**src/hdl/ntc_r2t_pkg.sv**
```systemverilog
// ----------------------------------------------------------------------------
// NTC resistance to temperature: shared package
// Word layouts, register indexes, request codes and reset values.
// ----------------------------------------------------------------------------
package ntc_r2t_pkg;

    localparam int OHM_BITS        = 24;
    localparam int WARM_POINTS_DEF = 32;
    localparam int COLD_POINTS_DEF = 16;
    localparam int STEP_W          = 6;
    localparam int TEMP_W          = 16;
    localparam int CFG_IDX_W       = 2;
    localparam int CFG_DATA_W      = 16;

    localparam logic [CFG_IDX_W-1:0] REG_WARM_STEP  = 2'd0;
    localparam logic [CFG_IDX_W-1:0] REG_COLD_STEP  = 2'd1;
    localparam logic [CFG_IDX_W-1:0] REG_HOT_CLAMP  = 2'd2;
    localparam logic [CFG_IDX_W-1:0] REG_COLD_CLAMP = 2'd3;

    localparam logic [1:0] REQ_WRITE_WARM = 2'd0;
    localparam logic [1:0] REQ_WRITE_COLD = 2'd1;
    localparam logic [1:0] REQ_CONVERT    = 2'd2;

    localparam logic [STEP_W-1:0]        WARM_STEP_RST  = 6'd5;
    localparam logic [STEP_W-1:0]        COLD_STEP_RST  = 6'd5;
    localparam logic signed [TEMP_W-1:0] HOT_CLAMP_RST  = 16'sd9600;
    localparam logic signed [TEMP_W-1:0] COLD_CLAMP_RST = -16'sd2560;

    typedef struct packed {
        logic [1:0]          req_type;
        logic [5:0]          entry_index;
        logic [OHM_BITS-1:0] entry_ohms;
        logic [OHM_BITS-1:0] resistance_ohm;
    } t_req;

    typedef struct packed {
        logic signed [TEMP_W-1:0] temperature;
        logic                     clamped;
        logic                     cold_side;
    } t_res;

endpackage

```
**src/hdl/ntc_r2t_ram.sv**
```systemverilog
// ----------------------------------------------------------------------------
// NTC resistance to temperature: generic RAM
// One write port and one read port with registered read data.
// ----------------------------------------------------------------------------
module ntc_r2t_ram #(
    parameter int WIDTH = 24,
    parameter int DEPTH = 33,
    localparam int AW   = $clog2(DEPTH)
) (
    input  logic             i_clk,
    input  logic             i_we,
    input  logic [AW-1:0]    i_waddr,
    input  logic [WIDTH-1:0] i_wdata,
    input  logic [AW-1:0]    i_raddr,
    output logic [WIDTH-1:0] o_rdata
);

    logic [WIDTH-1:0] r_mem [DEPTH];
    logic [WIDTH-1:0] r_rdata;

    always_ff @(posedge i_clk) begin
        if (i_we) begin
            r_mem[i_waddr] <= i_wdata;
        end
        r_rdata <= r_mem[i_raddr];
    end

    assign o_rdata = r_rdata;

endmodule

```
**src/hdl/ntc_r2t_div.sv**
```systemverilog
// ----------------------------------------------------------------------------
// NTC resistance to temperature: serial divider
// Restoring unsigned division, one quotient bit per cycle.
// ----------------------------------------------------------------------------
module ntc_r2t_div #(
    parameter int NUM_W = 37,
    parameter int DEN_W = 24,
    localparam int CW   = $clog2(NUM_W + 1)
) (
    input  logic             i_clk,
    input  logic             i_rst_n,
    input  logic             i_start,
    input  logic [NUM_W-1:0] i_num,
    input  logic [DEN_W-1:0] i_den,
    output logic             o_done,
    output logic [NUM_W-1:0] o_quot
);

    logic             r_run;
    logic             r_done;
    logic [CW-1:0]    r_cnt;
    logic [NUM_W-1:0] r_quo;
    logic [DEN_W-1:0] r_rem;
    logic [DEN_W-1:0] r_den;

    logic [DEN_W:0]   w_shift;
    logic [DEN_W:0]   w_diff;
    logic             w_ge;

    assign w_shift = {r_rem, r_quo[NUM_W-1]};
    assign w_diff  = w_shift - {1'b0, r_den};
    assign w_ge    = (w_shift >= {1'b0, r_den});

    always_ff @(posedge i_clk) begin
        if (!i_rst_n) begin
            r_run  <= 1'b0;
            r_done <= 1'b0;
            r_cnt  <= '0;
        end else begin
            r_done <= 1'b0;
            if (i_start) begin
                r_run <= 1'b1;
                r_cnt <= CW'(NUM_W);
            end else if (r_run) begin
                r_cnt <= r_cnt - 1'b1;
                if (r_cnt == CW'(1)) begin
                    r_run  <= 1'b0;
                    r_done <= 1'b1;
                end
            end
        end
    end

    always_ff @(posedge i_clk) begin
        if (i_start) begin
            r_quo <= i_num;
            r_den <= i_den;
            r_rem <= '0;
        end else if (r_run) begin
            r_quo <= {r_quo[NUM_W-2:0], w_ge};
            r_rem <= w_ge ? w_diff[DEN_W-1:0] : w_shift[DEN_W-1:0];
        end
    end

    assign o_done = r_done;
    assign o_quot = r_quo;

endmodule

```
**src/hdl/ntc_resistance_to_temperature.sv**
```systemverilog
// ----------------------------------------------------------------------------
// NTC resistance to temperature converter
// Table walk over two loaded resistance tables and linear interpolation.
// ----------------------------------------------------------------------------
// A table write word is taken without raising busy. A convert word raises busy
// until its result appears: a head step checks warm entry zero and chooses the
// table, the walk reads the table entry by entry, then a multiply step and the
// bit-serial divider follow, and the divider sets most of the latency. A clamped
// result ends at the walk and skips the multiply and the divider. The result word
// shows on o_res for exactly one cycle with o_valid and must be taken then.
// ----------------------------------------------------------------------------
module ntc_resistance_to_temperature #(
    parameter int WARM_POINTS = ntc_r2t_pkg::WARM_POINTS_DEF,
    parameter int COLD_POINTS = ntc_r2t_pkg::COLD_POINTS_DEF
) (
    input  logic                                i_clk,
    input  logic                                i_rst_n,
    input  logic                                start,
    output logic                                busy,
    input  ntc_r2t_pkg::t_req                   i_req,
    output logic                                o_valid,
    output ntc_r2t_pkg::t_res                   o_res,
    input  logic                                i_cfg_we,
    input  logic [ntc_r2t_pkg::CFG_IDX_W-1:0]   i_cfg_idx,
    input  logic [ntc_r2t_pkg::CFG_DATA_W-1:0]  i_cfg_data
);

    localparam int OB   = ntc_r2t_pkg::OHM_BITS;
    localparam int SW6  = ntc_r2t_pkg::STEP_W;
    localparam int TW   = ntc_r2t_pkg::TEMP_W;
    localparam int MAXP = (WARM_POINTS > COLD_POINTS) ? WARM_POINTS : COLD_POINTS;
    localparam int IW   = $clog2(MAXP + 1);
    localparam int XW   = IW + 2;
    localparam int WAW  = $clog2(WARM_POINTS + 1);
    localparam int CAW  = $clog2(COLD_POINTS + 1);
    localparam int NW   = OB + 13;
    localparam int BW   = IW + 12;
    localparam int SW   = NW + 2;

    localparam logic [2:0] S_IDLE = 3'd0;
    localparam logic [2:0] S_HEAD = 3'd1;
    localparam logic [2:0] S_WALK = 3'd2;
    localparam logic [2:0] S_MUL  = 3'd3;
    localparam logic [2:0] S_DIV  = 3'd4;

    localparam logic signed [SW-1:0] T_MAX = SW'(32767);
    localparam logic signed [SW-1:0] T_MIN = SW'(-32768);

    logic [2:0]            r_state;
    logic [SW6-1:0]        r_warm_step;
    logic [SW6-1:0]        r_cold_step;
    logic signed [TW-1:0]  r_hot_clamp;
    logic signed [TW-1:0]  r_cold_clamp;
    logic [IW-1:0]         r_i;
    logic                  r_cold;
    logic                  r_div_go;
    logic                  r_valid;
    logic [OB-1:0]         r_r;
    logic [OB-1:0]         r_a;
    logic [OB-1:0]         r_b;
    logic [NW-1:0]         r_num;
    logic [OB-1:0]         r_den;
    logic                  r_neg;
    logic                  r_den_zero;
    logic [BW-1:0]         r_base;
    ntc_r2t_pkg::t_res     r_res;

    logic                  w_accept;
    logic                  w_warm_we;
    logic                  w_cold_we;
    logic [XW-1:0]         w_rd_idx;
    logic [WAW-1:0]        w_warm_raddr;
    logic [CAW-1:0]        w_cold_raddr;
    logic [OB-1:0]         w_warm_rd;
    logic [OB-1:0]         w_cold_rd;
    logic [OB-1:0]         w_b;
    logic                  w_at_end;
    logic                  w_go_on;
    logic [SW6-1:0]        w_step;
    logic [OB:0]           w_diff;
    logic [OB:0]           w_den;
    logic [OB:0]           w_diff_abs;
    logic [OB:0]           w_den_abs;
    logic [OB+5:0]         w_prod;
    logic [IW+5:0]         w_base_p;
    logic [NW-1:0]         w_num;
    logic                  w_div_done;
    logic [NW-1:0]         w_quot;
    logic signed [SW-1:0]  w_base_s;
    logic signed [SW-1:0]  w_frac_s;
    logic signed [SW-1:0]  w_t;
    logic signed [TW-1:0]  w_t_sat;

    assign w_accept  = start && !busy;
    assign w_warm_we = w_accept && (i_req.req_type == ntc_r2t_pkg::REQ_WRITE_WARM)
                       && ({3'b000, i_req.entry_index} < 9'(WARM_POINTS + 1));
    assign w_cold_we = w_accept && (i_req.req_type == ntc_r2t_pkg::REQ_WRITE_COLD)
                       && ({3'b000, i_req.entry_index} < 9'(COLD_POINTS + 1));

    always_comb begin
        case (r_state)
            S_IDLE:  w_rd_idx = '0;
            S_HEAD:  w_rd_idx = XW'(1);
            S_WALK:  w_rd_idx = {2'b00, r_i} + XW'(2);
            default: w_rd_idx = '0;
        endcase
    end

    assign w_warm_raddr = (w_rd_idx > XW'(WARM_POINTS)) ? WAW'(WARM_POINTS) : WAW'(w_rd_idx);
    assign w_cold_raddr = (w_rd_idx > XW'(COLD_POINTS)) ? CAW'(COLD_POINTS) : CAW'(w_rd_idx);

    ntc_r2t_ram #(
        .WIDTH (OB),
        .DEPTH (WARM_POINTS + 1)
    ) u_warm_ram (
        .i_clk   (i_clk),
        .i_we    (w_warm_we),
        .i_waddr (WAW'(i_req.entry_index)),
        .i_wdata (i_req.entry_ohms),
        .i_raddr (w_warm_raddr),
        .o_rdata (w_warm_rd)
    );

    ntc_r2t_ram #(
        .WIDTH (OB),
        .DEPTH (COLD_POINTS + 1)
    ) u_cold_ram (
        .i_clk   (i_clk),
        .i_we    (w_cold_we),
        .i_waddr (CAW'(i_req.entry_index)),
        .i_wdata (i_req.entry_ohms),
        .i_raddr (w_cold_raddr),
        .o_rdata (w_cold_rd)
    );

    assign w_b      = r_cold ? w_cold_rd : w_warm_rd;
    assign w_at_end = r_cold ? (r_i == IW'(COLD_POINTS)) : (r_i == IW'(WARM_POINTS));
    assign w_go_on  = r_cold ? (r_r > w_b) : (r_r < w_b);

    assign w_step     = r_cold ? r_cold_step : r_warm_step;
    assign w_diff     = {1'b0, r_r} - {1'b0, r_a};
    assign w_den      = {1'b0, r_b} - {1'b0, r_a};
    assign w_diff_abs = w_diff[OB] ? (~w_diff + 1'b1) : w_diff;
    assign w_den_abs  = w_den[OB] ? (~w_den + 1'b1) : w_den;
    assign w_prod     = {{OB{1'b0}}, w_step} * {6'b000000, w_diff_abs[OB-1:0]};
    assign w_base_p   = {{6{1'b0}}, r_i} * {{IW{1'b0}}, w_step};
    assign w_num      = {1'b0, w_prod, 6'b000000} + {{14{1'b0}}, w_den_abs[OB-1:1]};

    ntc_r2t_div #(
        .NUM_W (NW),
        .DEN_W (OB)
    ) u_div (
        .i_clk   (i_clk),
        .i_rst_n (i_rst_n),
        .i_start (r_div_go),
        .i_num   (r_num),
        .i_den   (r_den),
        .o_done  (w_div_done),
        .o_quot  (w_quot)
    );

    assign w_base_s = $signed({{(SW - BW){1'b0}}, r_base});
    assign w_frac_s = r_den_zero ? '0 : $signed({2'b00, w_quot});
    assign w_t      = (r_cold ? -w_base_s : w_base_s)
                      + ((r_neg ^ r_cold) ? -w_frac_s : w_frac_s);
    assign w_t_sat  = (w_t > T_MAX) ? TW'(T_MAX) :
                      (w_t < T_MIN) ? TW'(T_MIN) : w_t[TW-1:0];

    always_ff @(posedge i_clk) begin
        if (!i_rst_n) begin
            r_state      <= S_IDLE;
            r_warm_step  <= ntc_r2t_pkg::WARM_STEP_RST;
            r_cold_step  <= ntc_r2t_pkg::COLD_STEP_RST;
            r_hot_clamp  <= ntc_r2t_pkg::HOT_CLAMP_RST;
            r_cold_clamp <= ntc_r2t_pkg::COLD_CLAMP_RST;
            r_i          <= '0;
            r_cold       <= 1'b0;
            r_div_go     <= 1'b0;
            r_valid      <= 1'b0;
        end else begin
            r_div_go <= 1'b0;
            r_valid  <= 1'b0;
            if (i_cfg_we) begin
                case (i_cfg_idx)
                    ntc_r2t_pkg::REG_WARM_STEP:  r_warm_step  <= i_cfg_data[SW6-1:0];
                    ntc_r2t_pkg::REG_COLD_STEP:  r_cold_step  <= i_cfg_data[SW6-1:0];
                    ntc_r2t_pkg::REG_HOT_CLAMP:  r_hot_clamp  <= $signed(i_cfg_data);
                    ntc_r2t_pkg::REG_COLD_CLAMP: r_cold_clamp <= $signed(i_cfg_data);
                    default: ;
                endcase
            end
            case (r_state)
                S_IDLE: begin
                    if (w_accept && (i_req.req_type == ntc_r2t_pkg::REQ_CONVERT)) begin
                        r_state <= S_HEAD;
                    end
                end
                S_HEAD: begin
                    r_cold  <= !(r_r <= w_warm_rd);
                    r_i     <= '0;
                    r_state <= S_WALK;
                end
                S_WALK: begin
                    if (w_at_end) begin
                        r_valid <= 1'b1;
                        r_state <= S_IDLE;
                    end else if (w_go_on) begin
                        r_i <= r_i + 1'b1;
                    end else begin
                        r_state <= S_MUL;
                    end
                end
                S_MUL: begin
                    r_div_go <= 1'b1;
                    r_state  <= S_DIV;
                end
                S_DIV: begin
                    if (w_div_done) begin
                        r_valid <= 1'b1;
                        r_state <= S_IDLE;
                    end
                end
                default: r_state <= S_IDLE;
            endcase
        end
    end

    always_ff @(posedge i_clk) begin
        case (r_state)
            S_IDLE: begin
                if (w_accept) begin
                    r_r <= i_req.resistance_ohm;
                end
            end
            S_HEAD: begin
                r_a <= (r_r <= w_warm_rd) ? w_warm_rd : w_cold_rd;
            end
            S_WALK: begin
                if (w_at_end) begin
                    r_res.temperature <= r_cold ? r_cold_clamp : r_hot_clamp;
                    r_res.clamped     <= 1'b1;
                    r_res.cold_side   <= r_cold;
                end else if (w_go_on) begin
                    r_a <= w_b;
                end else begin
                    r_b <= w_b;
                end
            end
            S_MUL: begin
                r_num      <= w_num;
                r_den      <= w_den_abs[OB-1:0];
                r_neg      <= w_diff[OB] ^ w_den[OB];
                r_den_zero <= (w_den == '0);
                r_base     <= {w_base_p, 6'b000000};
            end
            S_DIV: begin
                if (w_div_done) begin
                    r_res.temperature <= w_t_sat;
                    r_res.clamped     <= 1'b0;
                    r_res.cold_side   <= r_cold;
                end
            end
            default: ;
        endcase
    end

    assign busy    = (r_state != S_IDLE);
    assign o_valid = r_valid;
    assign o_res   = r_res;

endmodule

```
**config.mk**
```make
export PLATFORM = sky130hd
export DESIGN_NAME = ntc_resistance_to_temperature
export DESIGN_NICKNAME = d
export VERILOG_FILES = /design/src/hdl/ntc_r2t_pkg.sv /design/src/hdl/ntc_r2t_ram.sv /design/src/hdl/ntc_r2t_div.sv /design/src/hdl/ntc_resistance_to_temperature.sv
export SDC_FILE = /design/constraint.sdc
export NUM_CORES = 2
export LEC_CHECK = 0
export BUFFER_PORTS_ARGS = -buffer_cell sky130_fd_sc_hd__clkbuf_2
export CORE_MARGIN = 2
export CORE_UTILIZATION = 33
export DETAILED_ROUTE_END_ITERATION = 16
export GPL_ROUTABILITY_DRIVEN = 0
export MAX_ROUTING_LAYER = met4
export SLEW_MARGIN = 40
export SYNTH_ARGS = -nofsm -noshare
export SYNTH_HDL_FRONTEND = slang
export SYNTH_HIERARCHICAL = 1
export SYNTH_SLANG_ARGS = --single-unit
export TNS_END_PERCENT = 30
```
**constraint.sdc**
```tcl
create_clock -name i_clk -period 22.1 [get_ports i_clk]
set_input_delay 4.42 -clock i_clk [delete_from_list [all_inputs] [get_ports i_clk]]
set_output_delay 4.42 -clock i_clk [all_outputs]
set_load 0.01 [all_outputs]
```
* After elaboration in Yosys (flattened, before gate mapping)
Memories as Yosys holds them, arrays and structs flattened. A register that Yosys moved wholly into a read port is not among the register bits. Index checks and enable logic that the tools add are counted.
Word-level totals: register bits 314, bits in writable memories 1200, output and inout port bits 20, word-level logic and storage cells 153, memories kept 2
Cells by class: add/sub/neg operators 12, multipliers 2, order comparisons 10, eq/ne operators 18, muxes and demuxes 47, bitwise operators 8, reduce and logical (&&, ||, !) cells 27
Memories:
- u_warm_ram.r_mem | depth 33, bits a word 24, read ports 1, clocked after Yosys merged registers in 1, write ports 1, line ntc_r2t_ram.sv:18 | logic [WIDTH-1:0] r_mem [DEPTH];
- u_cold_ram.r_mem | depth 17, bits a word 24, read ports 1, clocked after Yosys merged registers in 1, write ports 1, line ntc_r2t_ram.sv:18
Operator list (number):
- $mux 24 | 7
- $mux 37 | 3
- $mux 39 | 2
- $sub 24x24->25 | 2
- $add 24x1->24 const B | 2
- $mux 16 | 3
- $not 24->24 | 2
- $pmux 24 s2 | 1
- $add 39x39->39 | 1
- $gt 39x16->1 const B | 1
- $lt 39x16->1 const B | 1
- $neg 18->39 | 1
- $neg 37->39 | 1
- $add 36x23->37 | 1
- $mux 18 | 2
- $mux 6 | 6
- $pmux 18 s2 | 1
- $mul 6x24->30 | 1
- $ge 25x24->1 | 1
- $logic_not 25->1 | 1
- $gt 24x24->1 | 1
- $le 24x24->1 | 1
- $lt 24x24->1 | 1
- $sub 24x24->24 | 1
- other kinds (38) | 80

* Longest topological paths before layout
word-level depth 9, gate-level depth with buffers 42, gate-level depth less buffers 41

* Cells and area by module
The synthesis kept the hierarchy.
By module, submodules not included:
- ntc_r2t_ram at u_warm_ram | times used 1, cells each 1672, area each 31500.2 µm²
- ntc_resistance_to_temperature | times used 1, cells each 2746, area each 23583.9 µm²
- ntc_r2t_ram at u_cold_ram | times used 1, cells each 695, area each 16270.6 µm²
- ntc_r2t_div | times used 1, cells each 467, area each 5119.9 µm²

* Worst setup path before layout
OpenSTA, ideal clock, no wires.
kind reg2reg, start point register r_r[5], end point register r_num[33], data pin, data arrival time 8067 ps, required time 21839 ps, slack 13772 ps, cell stages (with the launch flop) 37, path buffers 2, period minus slack after synthesis 8328 ps, cells stage by stage edfxtp_1 ha_1 clkbuf_1 nand3_1 o211ai_1 o2111ai_1 a211oi_1 o21ai_0 a21o_1 a21oi_1 buf_2 nor2_1 xor2_1 nand2_1 fa_1 fa_1 fa_1 inv_1 ha_1 and3_1 a21oi_1 o21ai_0 a31oi_1 nor2b_1 o21a_1 o21ai_0 nand2b_1 a21oi_1 xnor2_1 ha_1 or4_1 nand2_1 o21ai_0 and3_1 nand2b_1 and4bb_2 xnor2_1
Between the ends: longest elaborated chain between the ends 6
RTL lines:
- from (decl) | line ntc_resistance_to_temperature.sv:58 | logic [OB-1:0] r_r;
- from (signal assigned) | line ntc_resistance_to_temperature.sv:232 | r_r <= i_req.resistance_ohm;
- $sub 24x24->25 * | line ntc_resistance_to_temperature.sv:141 | assign w_diff = {1'b0, r_r} - {1'b0, r_a};
- $not 24->24 | line ntc_resistance_to_temperature.sv:143 | assign w_diff_abs = w_diff[OB] ? (~w_diff + 1'b1) : w_diff;
- $add 24x1->24 | line ntc_resistance_to_temperature.sv:143
- $mux 24 * | line ntc_resistance_to_temperature.sv:143
- $mul 6x24->30 * | line ntc_resistance_to_temperature.sv:145 | assign w_prod = {{OB{1'b0}}, w_step} * {6'b000000, w_diff_abs[OB-1:0]};
- $add 36x23->37 * | line ntc_resistance_to_temperature.sv:147 | assign w_num = {1'b0, w_prod, 6'b000000} + {{14{1'b0}}, w_den_abs[OB-1:1]};
- named net w_num[33] | line ntc_resistance_to_temperature.sv:86 | logic [NW-1:0] w_num;
- to (signal assigned) | line ntc_resistance_to_temperature.sv:250 | r_num <= w_num;
- to (decl) | line ntc_resistance_to_temperature.sv:61 | logic [NW-1:0] r_num;
Mark *: on every way through the listed nets, which the timed path passes. The rest lies on a longest branch. A chain may end at the register's enable or synchronous reset.

* Final worst setup path
start point register r_r[0], end point register r_num[33], data pin
Same word-level chain as after synthesis.

==> impl_metrics.yaml <==
placement:
  placed_area_mm2: 0.0805
  dp_hpwl_um: 127000
  place.detailed.instances: 8551
  buffer_ports.inserted: 97
setup_path:
  reg2reg_slack_ns: 12.36
  timing.critical_path.slowest_stage_cell: "sky130_fd_sc_hd__a31oi_1"
  rr_worst_depth: 39
  worst_setup_path_end_kind: "flip-flop"
  arrival_ns: 10.23
  timing.rr.start: "r_r[0]"
  cp.required_ns: 22.60
  crit_path_max_fanout: 12
  critical-path-max-stage-delay_ns: 0.70
  worst_setup_sp_type: "flip-flop"
  start_to_end_type_of_the_worst_setup_path: "flip-flop to flip-flop"
  regToRegEndpoint: "r_num[33]"
detailed_routing:
  first_pass_iters: 5
  wl_um: 201000
  detail_route.drc_violations: 0
  route.detailed.wl_per_inst_um: 22.7
  drt.antenna.violating_nets: 0
  first_iter_violations: 3933
  routed_via_density: 5.33
  detailroute.via_count: 47153
grt:
  number_of_antenna_violations_at_the_first_check_in_global_routing: 19
  grt-busiest-layer: "met2"
  grt_start_max_net_pins: 114
  use_met3_pct: 2.50
  grt_pass1_wl_um: 297000
  grt_pass1_vias: 45700
  grt_remaining_overflow: 0
  groute.usage.overall_pct: 17.1
  groute.layer.met2.usage_pct: 27.2
  gr-usage-met1_pct: 22.8
floorplanning:
  die_height_um: 485
  die_width_um: 485
  design.die.area_mm2: 0.236
  io_pins: 98
  initial_utilization_pct: 33.2
  core_box_area_mm2: 0.230
  core.rowCount: 176
yosys:
  synthArstFlopShare_pct: 0
  synth.net_count: 6006
  post_synth_edffs: 1420
  yosys_register_bits: 1556
  post_synth_instance_area_mm2: 0.0765
  synth.yosys.seq_area_share_pct: 59.3
  synthesis.yosys.warnings: 6
  syn-instance-count: 5580
  yosys.cell_types.count: 113
  avgSynthCellArea_um2: 13.7
  dominantRegCellSynth: "sky130_fd_sc_hd__edfxtp_1"
job:
  timing.max_cap.violations: 0
worst_hold_path:
  worstHoldStart: "r_den[0]"
  min_delay_path_depth: 0
  hold_end: "u_div/r_den[0]"
  holdCritPathClass: "flip-flop to flip-flop"
power_and_ir_drop:
  power_frac_clock_pct: 32.2
  ir_worst_vdd_uv: 131
  power.share.sequential_pct: 40.7
  power_switching_share_pct: 30.4
  p_int_mw: 5.74
  total_switching_power_mw: 2.51
  share_comb_of_total_power_pct: 27.1
  pwr_density_cell_mw_per_mm2: 96.1
  power.leakage_nw: 29.1
sta:
  post-route-period-util_pct: 44.1
  finalMaxSlewViolations: 0
  setup_viol: 0
  timing.max_slew.rel_slack_pct: 39.0
  clock.fmax_mhz: 103
  unrepaired_setup_endpoints_after_global_routing: "no"
  setup_total_negative_slack_ns: 0
  worst_clock_skew_ns: 0.0891
  worst_pin_slew_ns: 0.908
  hold_violations: 0
  layout_min_cycle_time_ns: 9.74
final_layout:
  syn_to_final_growth_pct: 12.1
  final.fill_count: 21653
  finalNonFillerCells: 8855
  postLayoutCellArea_mm2: 0.0858
  num-nets-final: 6115
  post_route_cells_drive_above_1_share_pct: 13.6
cts:
  cts_made_buffers: 160
  cts.path.max_buffers: 3
  cts_num_sinks: 1556
  clock_latency_ns: 0.84
  clk_root_buffer_cell: "sky130_fd_sc_hd__clkbuf_16"
  post_cts.repair.setup_buffers: 0
  cts-htree-levels: 4
  clkTransAtPathRegs_ns: 0.06
  cts_hold_buffers: 0
  cts_tree: "yes"
  postCtsResizedCells: 0
status:
  status: "finished clean"
per-stage QoR:
stage / hold WS, ns / setup slack [ns] / total power [mW] / utilization (%)
after global placement: 0.401 / 12.68 / 5.59 / 34.9
final: 0.404 / 12.36 / 8.24 / 37.3
after detailed placement: 0.405 / 12.53 / 5.63 / 35.0
after global routing: 0.423 / 11.61 / 8.70 / 37.3
after CTS: 0.397 / 12.45 / 8.29 / 37.2
after floorplan: 0.400 / 13.77 / 5.13 / -
sequential cells by signal, indices dropped and copies added (netlist names), 12 cells and up:
signal              count
r_b                    24
u_cold_ram/o_rdata     24
r_cold_clamp           16
r_r                    24
u_warm_ram/o_rdata     24
r_den                  18
r_base                 12
u_warm_ram/r_mem      792
r_num                  37
u_div/r_den            24
u_div/r_rem            24
o_res                  18
r_a                    24
r_hot_clamp            16
u_div/o_quot           37
u_cold_ram/r_mem      408
layout make-up:
type                       instances  area (um^2)  share of cell area (%)
antenna                           16         40.0                  0.0467
sequential                      1556        45400                    52.9
multi-input combinational       3464        28800                    33.6
timing repair buffer             206         1490                    1.74
inverter                         301         1130                    1.32
clock buffer                     216         4310                    5.02
tap                             3026         3790                    4.41
clock inverter                    70          862                    1.01
worst max-delay path, delay by kind of cell, from the launching register on:
kind / cells / cell delay (ns)
AO/OA/AOI/OAI: 16 / 3.94
adder cells (fa/ha/maj): 7 / 2.41
flip-flops: 1 / 0.35
buffers and inverters: 5 / 0.34
AND/OR/NAND/NOR: 8 / 1.67
XOR/XNOR: 3 / 0.72
logic make-up (layout without fill, tap and decap cells):
family	count (synthesis)	count (layout)	share of synthesized area (%)
muxes	622	622	9.84
AOI/OAI and AO/OA	1116	1116	10.7
DFF	1556	1556	59.3
buffers and inverters	560	793	3.57
other	0	16	0
and+or+nand+nor	1180	1180	7.48
adders and majority gates	348	348	6.78
xor gates and xnor gates	198	198	2.27
cell usage after synthesis, types with 68 or more instances:
cell type	n	area (um^2)
sky130_fd_sc_hd__mux2i_1	455	4550
sky130_fd_sc_hd__clkbuf_1	159	597
sky130_fd_sc_hd__nand3_1	70	350
sky130_fd_sc_hd__xnor2_1	132	1160
sky130_fd_sc_hd__dfxtp_1	136	2720
sky130_fd_sc_hd__inv_1	300	1130
sky130_fd_sc_hd__mux4_2	94	2120
sky130_fd_sc_hd__o22ai_1	68	425
sky130_fd_sc_hd__nand2_1	331	1240
sky130_fd_sc_hd__ha_1	237	2970
sky130_fd_sc_hd__a21o_1	86	646
sky130_fd_sc_hd__a21oi_1	239	1200
sky130_fd_sc_hd__edfxtp_1	1420	42600
sky130_fd_sc_hd__nor2_1	366	1370
sky130_fd_sc_hd__fa_1	111	2220
sky130_fd_sc_hd__a22oi_1	108	811
sky130_fd_sc_hd__mux2_2	71	800
sky130_fd_sc_hd__o21ai_0	113	566
worst max path at each step:
stage          cells past startpoint        end  startpoint  slack (ns)
3_5_place_dp                      39  r_num[33]      r_r[0]       12.53
4_1_cts                           39  r_num[33]      r_r[0]       12.45
3_3_place_gp                      39  r_num[33]      r_r[0]       12.68
2_1_floorplan                     36  r_num[33]      r_r[5]       13.77
6_report                          39  r_num[33]      r_r[0]       12.36
5_1_grt                           39  r_num[33]      r_r[0]       11.61
cell usage in the layout (no fill, tap or decap), drive strengths merged, types with 111 or more instances in the layout:
cell type and n:
nand2 331, dfxtp 136, o21ai 122, fa 111, edfxtp 1420, clkbuf 314
a21oi 240, inv 305, xnor2 132, ha 237, mux2i 455, nor2 367
metal layers:
layer	share of wire [%]	wire (um)	vias up
li1	-	-	21470
met3	5.9	11800	263
met2	47	95500	1454
met5	0	0	-
met1	44	89100	23966
met4	2.4	4910	0
power groups by stage:
stage	clock network (mW)	registers (mW)	logic [mW]
finish	2.65	3.36	2.23
global route	2.82	3.36	2.51
CTS	2.71	3.36	2.23
detailed placement	0	3.42	2.21
global placement	0	3.42	2.17
floorplan	0	3.41	1.72
Note: power is estimated with default switching activity, not from simulation.
